$ cat src/design/cidr_allowlist_match_core_defines.svh
// Assertion macros for the CIDR allow-list match core.
// Included by files that carry concurrent assertions; no other dependencies.
`ifndef CIDR_ALLOWLIST_MATCH_CORE_DEFINES_SVH
`define CIDR_ALLOWLIST_MATCH_CORE_DEFINES_SVH

`ifndef SYNTHESIS

// Same-cycle implication, sampled on clk, off during reset
`define CAL_ASSERT_SAME(label, ante, cons) \
    label: assert property (@(posedge clk) disable iff (!rst_n) (ante) |-> (cons)) \
        else $error("cal assertion failed");

// Next-cycle implication, sampled on clk, off during reset
`define CAL_ASSERT_NEXT(label, ante, cons) \
    label: assert property (@(posedge clk) disable iff (!rst_n) (ante) |=> (cons)) \
        else $error("cal assertion failed");

`else

`define CAL_ASSERT_SAME(label, ante, cons)
`define CAL_ASSERT_NEXT(label, ante, cons)

`endif

`endif

$ cat src/design/cal_pkg.sv
// Shared types, codes and helpers for the CIDR allow-list match core.
// No dependencies; used by the interfaces, the cells, the register block and the top.
package cal_pkg;

    typedef logic [1:0]  cal_kind_t;
    typedef logic [31:0] cal_addr_t;
    typedef logic [5:0]  cal_plen_t;

    // Item kinds
    localparam cal_kind_t KIND_ADD   = 2'd0;
    localparam cal_kind_t KIND_CHECK = 2'd1;
    localparam cal_kind_t KIND_CLEAR = 2'd2;

    // Longest legal prefix
    localparam cal_plen_t PLEN_MAX = 6'd32;

    // Configuration port
    localparam int unsigned CAL_ADDR_W = 3;
    localparam int unsigned CAL_DATA_W = 32;
    localparam logic        CAL_REG_ALLOW_ALL = 1'b0;

    // Beat handed from cell to cell
    typedef struct packed {
        logic      chk;
        logic      hit;
        logic      drop;
        cal_addr_t addr;
    } cal_beat_t;

    // Entry write broadcast to the cells
    typedef struct packed {
        cal_addr_t network;
        cal_addr_t mask;
    } cal_wr_t;

    // Netmask for a prefix length of 0..32; zero length gives an all-zero mask
    function automatic cal_addr_t prefix_mask(input cal_plen_t len);
        prefix_mask = ~(32'hFFFF_FFFF >> len);
    endfunction

endpackage

$ cat src/design/cal_cell.sv
// One table cell: holds one prefix entry and registers the passing beat.
// Depends on cal_pkg.
module cal_cell import cal_pkg::*; #(
    parameter int unsigned CNT_W = 11,
    parameter int unsigned IDX   = 0
) (
    input  logic             clk,
    input  logic             rst_n,
    input  logic             advance,
    input  logic             wr_en,
    input  cal_wr_t          wr,
    input  logic             valid_in,
    input  cal_beat_t        beat_in,
    input  logic [CNT_W-1:0] limit_in,
    output logic             valid_out,
    output cal_beat_t        beat_out,
    output logic [CNT_W-1:0] limit_out
);

    cal_addr_t        net_reg;
    cal_addr_t        mask_reg;
    logic             valid_reg;
    cal_beat_t        beat_reg;
    cal_beat_t        beat_next;
    logic [CNT_W-1:0] limit_reg;
    logic             live;
    logic             match;

    // Entry counts only if it was in the table when the beat was taken
    assign live  = limit_in > CNT_W'(IDX);
    assign match = (beat_in.addr & mask_reg) == net_reg;

    always_comb
    begin
        beat_next     = beat_in;
        beat_next.hit = beat_in.hit | (beat_in.chk & live & match);
    end

    // Beat valid
    always_ff @(posedge clk or negedge rst_n)
    begin
        if (!rst_n)
        begin
            valid_reg <= 1'b0;
        end
        else if (advance)
        begin
            valid_reg <= valid_in;
        end
    end

    // Beat payload
    always_ff @(posedge clk)
    begin
        if (advance)
        begin
            beat_reg  <= beat_next;
            limit_reg <= limit_in;
        end
    end

    // Stored entry
    always_ff @(posedge clk)
    begin
        if (wr_en)
        begin
            net_reg  <= wr.network;
            mask_reg <= wr.mask;
        end
    end

    assign valid_out = valid_reg;
    assign beat_out  = beat_reg;
    assign limit_out = limit_reg;

endmodule

$ cat config.mk
export PLATFORM = sky130hd
export DESIGN_NAME = cal_cell
export DESIGN_NICKNAME = d
export VERILOG_FILES = /design/src/design/cidr_allowlist_match_core_defines.svh /design/src/design/cal_pkg.sv /design/src/design/cal_cell.sv
export SDC_FILE = /design/constraint.sdc
export NUM_CORES = 1
export LEC_CHECK = 0
export BUFFER_PORTS_ARGS = -buffer_cell sky130_fd_sc_hd__buf_2
export CELL_PAD_IN_SITES_DETAIL_PLACEMENT = 2
export CELL_PAD_IN_SITES_GLOBAL_PLACEMENT = 2
export CORE_UTILIZATION = 35
export DETAILED_ROUTE_END_ITERATION = 12
export HOLD_SLACK_MARGIN = 0.02
export PLACE_DENSITY = 0.89
export SYNTH_ARGS = -nofsm -noshare
export SYNTH_HDL_FRONTEND = slang
export SYNTH_SLANG_ARGS = --single-unit
$ cat constraint.sdc
create_clock -name clk -period 1.9 [get_ports clk]
set_input_delay 0.19 -clock clk [delete_from_list [all_inputs] [get_ports clk]]
set_output_delay 0.19 -clock clk [all_outputs]
set_load 0.05 [all_outputs]
==> results of run 1 <==
## area by class of cell
class	count	share of cell area [%]
tap	136	2.866
multi-input combinational	81	8.577
clock inverter	6	1.433
clock buffer	10	2.150
antenna	2	0.08430
timing repair buffer	250	28.83
sequential	111	56.06
## worst max-delay path by stage
stage,from,end
after floorplan,mask_reg[2]$_DFFE_PP_,beat_out[33]$_DFFE_PP_
after global placement,mask_reg[18]$_DFFE_PP_,beat_out[33]$_DFFE_PP_
after detailed placement,mask_reg[16]$_DFFE_PP_,beat_out[33]$_DFFE_PP_
after CTS,beat_in[18],beat_out[33]$_DFFE_PP_
after global routing,beat_in[10],beat_out[33]$_DFFE_PP_
final,beat_in[21],beat_out[33]$_DFFE_PP_
## critical path, cell delays in order
cell	delay, ns
dlygate4sd3_1	0.58
buf_2	0.15
nand2_1	0.08
xor2_1	0.17
nand4_1	0.20
nor3_1	0.44
a41o_1	0.22
## cell usage in the layout, fill, tap and decap left out
cell type,count
buf_2,161
edfxtp_1,110
dlygate4sd3_1,85
nand2_1,31
xor2_1,27
clkbuf_8,9
nand4_1,6
nor4_1,4
xnor2_1,4
diode_2,2
nor3_1,2
bufinv_16,2
buf_12,2
buf_4,2
nand3_1,1
a21oi_1,1
and3_1,1
o21ai_0,1
a31oi_1,1
a41o_1,1
mux2_2,1
clkinv_1,1
clkinv_2,1
clkinvlp_4,1
clkinv_4,1
clkbuf_1,1
dfrtp_1,1
## where the power goes
part	total, W	internal (W)	switching, W
clock	0.00157	0.000742	0.000831
sequential	0.00298	0.00291	0.0000790
combinational	0.000857	0.000317	0.000540
total	0.00542	0.00397	0.00145
## what timing repair did
action | 4_1_cts | 5_1_grt
hold buffers | 74 | 11
setup endpoints to repair | 0 | 0
hold endpoints to repair | 74 | 11
## cell families after synthesis
family                    Yosys count  synth area share, %
DFF                               111                86.73
xor gates and xnor gates           31                7.075
and+or+nand+nor                    45                5.217
muxes                               1               0.2934
AOI/OAI and AO/OA                   4               0.6846
## metal layers
metal	track usage (%)	vias to the layer above
li1	-	1249
met1	21.39	1367
met2	44.65	131
met3	5.106	21
met4	7.828	0
met5	0	-
## metrics by stage
| step | instance area, µm² | utilization [%] |
|---|---|---|
| 2_1_floorplan | 3837 | - |
| 3_3_place_gp | 4868 | 46.53 |
| 3_5_place_dp | 4868 | 46.53 |
| 4_1_cts | 5822 | 55.64 |
| 5_1_grt | 5937 | 56.74 |
| 6_report | 5937 | 56.74 |
==> metrics.cfg, run 1 <==
[run_status]
outcome = finished clean

[final_layout]
nets = 568
multi_input_area_um2 = 509.2
seq_area_um2 = 3328
stdcell_count = 596
largest_reg_flops = 35
fillCellCount = 953
drive_above_1_share_pct = 39.30
area_delta_synth_final_pct = 54.71

[grt]
grtUsageTotal_pct = 22.10
grt_pass1_vias = 3267
grt_max_degree = 65
overflow = 0
antenna_found_initial = 2
grt_pass1_wl_um = 18080

[power]
peakVddDrop_uv = 490.7
p_per_area_nw_per_um2 = 912.1
power_w = 0.005415
leakagePower_nw = 2.410

[detailed_routing]
via_count = 2768
ant_nets = 0
drt_iter0_markers = 80
met1_length_um = 4461
drtPass1Iterations = 4
drc = 0
dr_wl_met2_um = 8057
vias_per_cell = 4.644
highest_layer = met4
drt-wirelength-per-cell_um = 22.92
routed_wl_um = 13660
wl_met3_um = 786

[synth]
ys_warn_count = 0
avgSynthCellArea_um2 = 19.99
synth_area_um2 = 3837
synth_nets = 307
synth-edff-count = 110
ys_top_cells_by_area = edfxtp_1, xor2_1, nand2_1, nand4_1, xnor2_1
yosysSeqAreaShare_pct = 86.73
yosysTopAreaCell = edfxtp_1
synth_seq_cells = 111
synth_cell_type_count = 15
yosys_most_used_dff = edfxtp_1
yosysMostFrequentCell = edfxtp_1
async_reset_ff_share_pct = 0.9009
synth_top_area_share_pct = 86.08
synthCells = 192
synth_common_cells = edfxtp_1, nand2_1, xor2_1

[min_path]
whs_path_depth = 1
whs_endpoint = beat_out[16]$_DFFE_PP_
hold_start = beat_in[16]
worst_hold_path_type = in2reg

[timing]
timing.hold.ws_ns = 0.02462
worst_pin_slew_ns = 0.4450
rsz0062_at_grt = false
finalCritPeriodShare_pct = 95.63
fin_skew_ns = 0.02138
setup_violations = 0
setup-tns-final_ns = 0
setup_ws_ns = 0.08312
slew_violations = 0
slew_headroom_pct = 70.11
max_freq_mhz = 550.4
fin_crit_ns = 1.817
hold_violations = 0

[worst_setup_path]
critPathKind = in2reg
crit_required_ns = 2.12
r2r_slack_ns = 0.22
path_max_fanout = 2
cp-start-kind = primary input
end_kind = flip-flop
r2r-start = mask_reg[25]$_DFFE_PP_
r2r_end = beat_out[33]$_DFFE_PP_
r2r_cells = 5
cp_data_arrival_time_ns = 2.03

[placement]
place.gp.congestion = 0.7347
dp_cells = 493
numPortBuffers = 161
dp_hpwl_um = 7376
dp_slack_ns = 0.4038

[job]
drv_cap = 0

[clock_tree]
path_clk_slew_ns = 0.12
post_cts_buffers = 0
clk_path_buf_depth = 2
cts.repair.resized = 0
cts-root-buf = clkbuf_8
cts_sinks = 111
tritoncts = built
clk-insertion-delay-late_ns = 0.36
cts_buffers = 9
cts.htree.levels = 3

[die]
dieArea_um2 = 11390
die_x_um = 106.7
row_count = 37
io_pins = 162
start_util_pct = 36.68
fp.dieH_um = 106.7
core_area_um2 = 10460

Note: power is estimated with default switching activity, not from simulation.
==> inputs of run 2 (changes only) <==
- ABC_AREA: default -> 1
- CORE_UTILIZATION: 35 -> 33
- PLACE_DENSITY: 0.89 -> 0.87
==> run 2 against run 1 <==
Against the previous run:
- non-clock buffer count fell by 49
- cell count rose by 4.9%
- area after synthesis rose by 5.0%
==> metrics.cfg, run 2 <==
[synth]
yosysTopAreaCell = edfxtp_1
synth_seq_cells = 111
yosysSeqAreaShare_pct = 82.61
avgSynthCellArea_um2 = 15.20
synth_area_um2 = 4029
synth_compound_area_share_pct = 0.6211
synthSimpleGateAreaFrac_pct = 13.26
yosysMostFrequentCell = edfxtp_1
ys_warn_count = 0
synth_nets = 380
synth_top_family_by_area = simple AND/OR/NAND/NOR gates
yosys_most_used_dff = edfxtp_1
async_reset_ff_share_pct = 0.9009
synthAdderAreaFrac_pct = 0
ys_top_cells_by_area = edfxtp_1, nand2_1, nand3_1, xor2_1, nor2_1
synth_top_area_share_pct = 81.99
synth_common_cells = edfxtp_1, nand2_1, nor2_1
synth-edff-count = 110
synth_cell_type_count = 16
synthCells = 265
synth_mux_area_share_pct = 0.2795
synthXorXnorAreaFrac_pct = 1.739

[die]
start_util_pct = 34.55
io_pins = 162
dieArea_um2 = 12650
core_area_um2 = 11660
fp.dieH_um = 112.5
row_count = 39
die_x_um = 112.5

[clock_tree]
cts-root-buf = clkbuf_16
cts.htree.levels = 3
tritoncts = built
post_cts_buffers = 0
clk_path_buf_depth = 2
clk-insertion-delay-late_ns = 0.34
cts_sinks = 111
cts.repair.resized = 0
cts_buffers = 9
path_clk_slew_ns = 0.07

[timing]
hold_violations = 0
finalCritPeriodShare_pct = 72.58
fin_crit_ns = 1.379
slew_headroom_pct = 66.11
setup_violations = 0
fin_skew_ns = 0.005910
slew_violations = 0
max_freq_mhz = 725.1
worst_pin_slew_ns = 0.5083
rsz0062_at_grt = false
setup-tns-final_ns = 0

[final_layout]
final_cell_mix = buf_2, edfxtp_1, nand2_1
final_common_cell = buf_2
fillCellCount = 1175
multi_input_area_um2 = 640.6
largest_reg_flops = 35
diodes = 0
area_delta_synth_final_pct = 42.11
stdcell_count = 625
stdcell_area_um2 = 5725
nets = 592
seq_area_um2 = 3328
drive_above_1_share_pct = 38.17

[detailed_routing]
ant_nets = 0
vias_per_cell = 4.656
drtPass1Iterations = 4
routed_wl_um = 11990
drc = 0
drt-wirelength-per-cell_um = 19.18
drt_iter0_markers = 128
via_count = 2910

[grt]
grt_max_degree = 65
grt_pass1_vias = 3353
grtUsageMet3_pct = 5.076
overflow = 0
busiest_layer = met2
grtUsageTotal_pct = 19.08
antenna_found_initial = 0
met1_usage_pct = 18.12
grt_use_met2_pct = 39.96
grt_pass1_wl_um = 17710

[worst_setup_path]
cp_slowest_cell = edfxtp_1
cp_data_arrival_time_ns = 1.58
path_common_cell = nand2_1
crit_required_ns = 2.10
crit_chain = nand2_1 -> xor2_1 -> nand2_1 -> nor2_1 -> nand2_1 -> nor2_1 -> nand2_1 -> nand2_1
path_max_fanout = 1
cp-start-kind = flip-flop
r2r_cells = 8
cp-endpoint = beat_out[33]$_DFFE_PP_
critPathMaxStageDelay_ns = 0.36
r2r-start = mask_reg[8]$_DFFE_PP_
r2r_slack_ns = 0.52
critPathKind = reg2reg
end_kind = flip-flop
r2r_end = beat_out[33]$_DFFE_PP_
crit_path_start = mask_reg[8]$_DFFE_PP_

[placement]
dp_hpwl_um = 8162
dpl-instance-area_um2 = 5069
numPortBuffers = 161
place.gp.congestion = 0.7443
dp_cells = 573

[min_path]
worst_hold_path_type = in2reg

[power]
peakVddDrop_uv = 560.2
p_per_area_nw_per_um2 = 987.7
leakagePower_nw = 2.423

[run_status]
outcome = finished clean

[job]
drv_cap = 0

## run 2: cell types whose count changed after synthesis, sizes merged, moves of 2 or more
cell | previous run | this run
inv | 0 | 15
nand3 | 1 | 17
nand2 | 31 | 78
xnor2 | 4 | 0
nand3b | 0 | 6
xor2 | 27 | 8
nand4 | 6 | 4
nor2 | 0 | 19
nor4 | 4 | 0
o211ai | 0 | 2
## run 2: layer usage
layer  up-vias  share of wire (%)
met3        11                5.8
met2       120                 58
li1       1357                  -
met5         -                  0
met1      1422                 35
met4         0                1.0
## run 2: cells by family (layout without fill, tap and decap cells)
family | Yosys count | count (layout)
AND/OR/NAND/NOR | 125 | 125
XOR/XNOR | 8 | 8
flip-flops | 111 | 111
buffers and inverters | 16 | 233
AO/OA/AOI/OAI | 4 | 4
multiplexers | 1 | 1
## run 2: worst min-delay path by stage
stage	from	to	slack [ns]	cells past startpoint
2_1_floorplan	rst_n	valid_out$_DFFE_PN0P_	-0.11	0
3_5_place_dp	rst_n	valid_out$_DFFE_PN0P_	-0.03	1
5_1_grt	wr[44]	net_reg[12]$_DFFE_PP_	0.02	1
4_1_cts	wr[37]	net_reg[5]$_DFFE_PP_	0.02	1
6_report	wr[44]	net_reg[12]$_DFFE_PP_	0.03	1
3_3_place_gp	rst_n	valid_out$_DFFE_PN0P_	-0.04	1
## run 2: critical path, delay by kind of cell, from the launching register on
family           cells  cell delay, ns
XOR/XNOR             1            0.20
flip-flops           1            0.36
AND/OR/NAND/NOR      7            0.69
## run 2: area by class of cell
type / count / area share [%]
sequential: 111 / 58.13
tap: 143 / 3.125
clock buffer: 9 / 3.934
clock inverter: 7 / 1.246
multi-input combinational: 138 / 11.19
timing repair buffer: 201 / 21.33
inverter: 16 / 1.049
## run 2: through the flow
stage          utilization (%)  hold WS [ns]  worst slack [ns]  total power [W]
2_1_floorplan                -       -0.1056            0.8377         0.003425
3_3_place_gp             43.46      -0.03511            0.5886         0.003711
3_5_place_dp             43.46      -0.03300            0.5214         0.003768
4_1_cts                  48.49       0.02037            0.4626         0.005699
5_1_grt                  49.09       0.02105            0.3914         0.005848
6_report                 49.09       0.03099            0.5209         0.005655
## run 2: repair_timing
| action | CTS | global route |
|---|---|---|
| endpoints found under the setup margin | 0 | 0 |
| endpoints found under the hold margin | 29 | 7 |
| hold buffers | 29 | 7 |
## run 2: where the power goes
part	total (W)	internal (W)	switching [W]
clock network	0.00188	0.00103	0.000850
registers	0.00299	0.00291	0.0000800
logic	0.000791	0.000258	0.000533
total	0.00566	0.00419	0.00146
==> inputs of run 3 (changes only) <==
- CORE_UTILIZATION: 33 -> 31
- PLACE_DENSITY: 0.87 -> 0.83
- clock period: 1.9 -> 1.4 ns (I/O delays scaled with it)
==> run 3 against run 2 <==
Against the previous run:
- the run now ends with setup timing left
- cell count rose by 16%
- die area rose by 6.3%
- register-to-register slack worse by 0.52 ns
- non-clock buffer count up 71
- critical path type is now in2reg
==> metrics.cfg, run 3 (synthesis results as in run 2) <==
[run_status]
outcome = complete, but fails checks
failed_checks = setup timing

[power]
pwr-share-seq_pct = 50.3
swShare_pct = 25.89
netSwitchingPower_w = 0.002093
p_comb_share_pct = 15.6
power_w = 0.008086
peakVddDrop_uv = 904.6
p_per_area_nw_per_um2 = 1236
clkPwrFrac_pct = 34.1
cellInternalPower_w = 0.005993
leakagePower_nw = 2.738

[detailed_routing]
drt_iter0_markers = 120
drc = 0
drt-wirelength-per-cell_um = 19.27
ant_nets = 0
vias_per_cell = 4.388
routed_wl_um = 13970
drtPass1Iterations = 5
via_count = 3181

[timing]
setup_ws_ns = -0.03735
slew_headroom_pct = 74.55
finalCritPeriodShare_pct = 102.7
setup_violations = 1
max_freq_mhz = 695.7
fin_crit_ns = 1.437
slew_violations = 0
fin_skew_ns = 0.007986
rsz0062_at_grt = true
hold_violations = 0
worst_pin_slew_ns = 0.3818

[clock_tree]
cts.htree.levels = 3
clk_path_buf_depth = 2
cts_buffers = 9
post_cts_buffers = 0
tritoncts = built
cts-root-buf = clkbuf_16
clk-insertion-delay-late_ns = 0.35
path_clk_slew_ns = 0.08
cts_sinks = 111

[die]
core_area_um2 = 12670
dieArea_um2 = 13460
start_util_pct = 31.80
die_x_um = 116
io_pins = 162
row_count = 41
fp.dieH_um = 116

[final_layout]
largest_reg_flops = 35
stdcell_area_um2 = 6541
diodes = 0
fin_util_pct = 51.62
fillCellCount = 1238
final_common_cell = buf_2
nets = 663
final_cell_mix = buf_2, edfxtp_1, dlygate4sd3_1
drive_above_1_share_pct = 35.08
area_delta_synth_final_pct = 62.36

[worst_setup_path]
cp-start-kind = primary input
cp_data_arrival_time_ns = 1.67
critPathKind = in2reg
crit_required_ns = 1.63
end_kind = flip-flop
path_max_fanout = 3

[placement]
dp_hpwl_um = 8038
numPortBuffers = 161
dp_slack_ns = 0.03308
place.gp.congestion = 0.6699
dpl-instance-area_um2 = 5097

[grt]
grt_pass1_vias = 3697
grt_pass1_wl_um = 20180
grt_max_degree = 65
overflow = 0
antenna_found_initial = 0
grtUsageTotal_pct = 21.70

[min_path]
worst_hold_path_type = in2reg

[job]
drv_cap = 0

run 3: changes by cell type in the layout (fill, tap and decap cells not counted), sizes merged:
cell and delta:
dlygate4sd3 +74, buf -3, clkinv +3, clkinvlp -2, inv -2, bufinv +1
run 3: what timing repair did:
item | in CTS | in global routing
setup endpoints to repair | 0 | 1
hold buffers | 110 | 0
resized for setup | 0 | 14
endpoints found under the hold margin | 110 | 0
run 3: path summary, 6_finish.rpt:
kind                                        from                      to  slack [ns]  depth (start not counted)
min in group asynchronous                  rst_n   valid_out$_DFFE_PN0P_        0.11                          2
min                                     valid_in   valid_out$_DFFE_PN0P_        0.04                          2
max                                   beat_in[2]  beat_out[33]$_DFFE_PP_       -0.04                         11
max reg2reg                mask_reg[2]$_DFFE_PP_  beat_out[33]$_DFFE_PP_           0                          9
min reg2reg                valid_out$_DFFE_PN0P_   valid_out$_DFFE_PN0P_        0.57                          1
max in group asynchronous                  rst_n   valid_out$_DFFE_PN0P_        1.20                          2
run 3: power by group through the flow:
stage	Combinational [W]	Clock [W]	Sequential, W
floorplan	0.000157	0	0.00449
global placement	0.000940	0	0.00409
detailed placement	0.000982	0	0.00413
CTS	0.00123	0.00279	0.00405
global route	0.00134	0.00296	0.00409
finish	0.00126	0.00276	0.00406
run 3: layer usage:
metal  vias to the layer above  track usage, %  part of all wire (%)
met5                         -               0                     0
met3                        10           5.544                   4.7
li1                       1505               -                     -
met1                      1565           19.61                    33
met4                         0           6.154                   1.1
met2                       101           45.95                    61
run 3: metrics by stage:
step,instances,hold slack [ns],TNS (ns)
2_1_floorplan,265,-0.1556,0
3_3_place_gp,601,-0.08517,0
3_5_place_dp,601,-0.07422,0
4_1_cts,727,0.03024,0
5_1_grt,725,0.02809,-0.1045
6_report,725,0.04026,-0.03735
run 3: cell type report:
type,count,area [µm²],area share [%]
clock inverters,7,87.58,1.339
repair buffers,272,1947,29.76
flip-flops and latches,111,3328,50.88
multi-input cells,138,678.2,10.37
well taps,172,215.2,3.290
clock buffers,9,225.2,3.443
inverters,16,60.06,0.9181
run 3: critical path, stage by stage:
cell and delay [ns]:
dlygate4sd3_1 0.54, buf_2 0.15, nand2_1 0.09, nand2_1 0.06, nand2_1 0.05, nand3_1 0.10, nor2_2 0.15, nand3_2 0.12
nor2_1 0.14, nand2_1 0.07, nand2_1 0.06
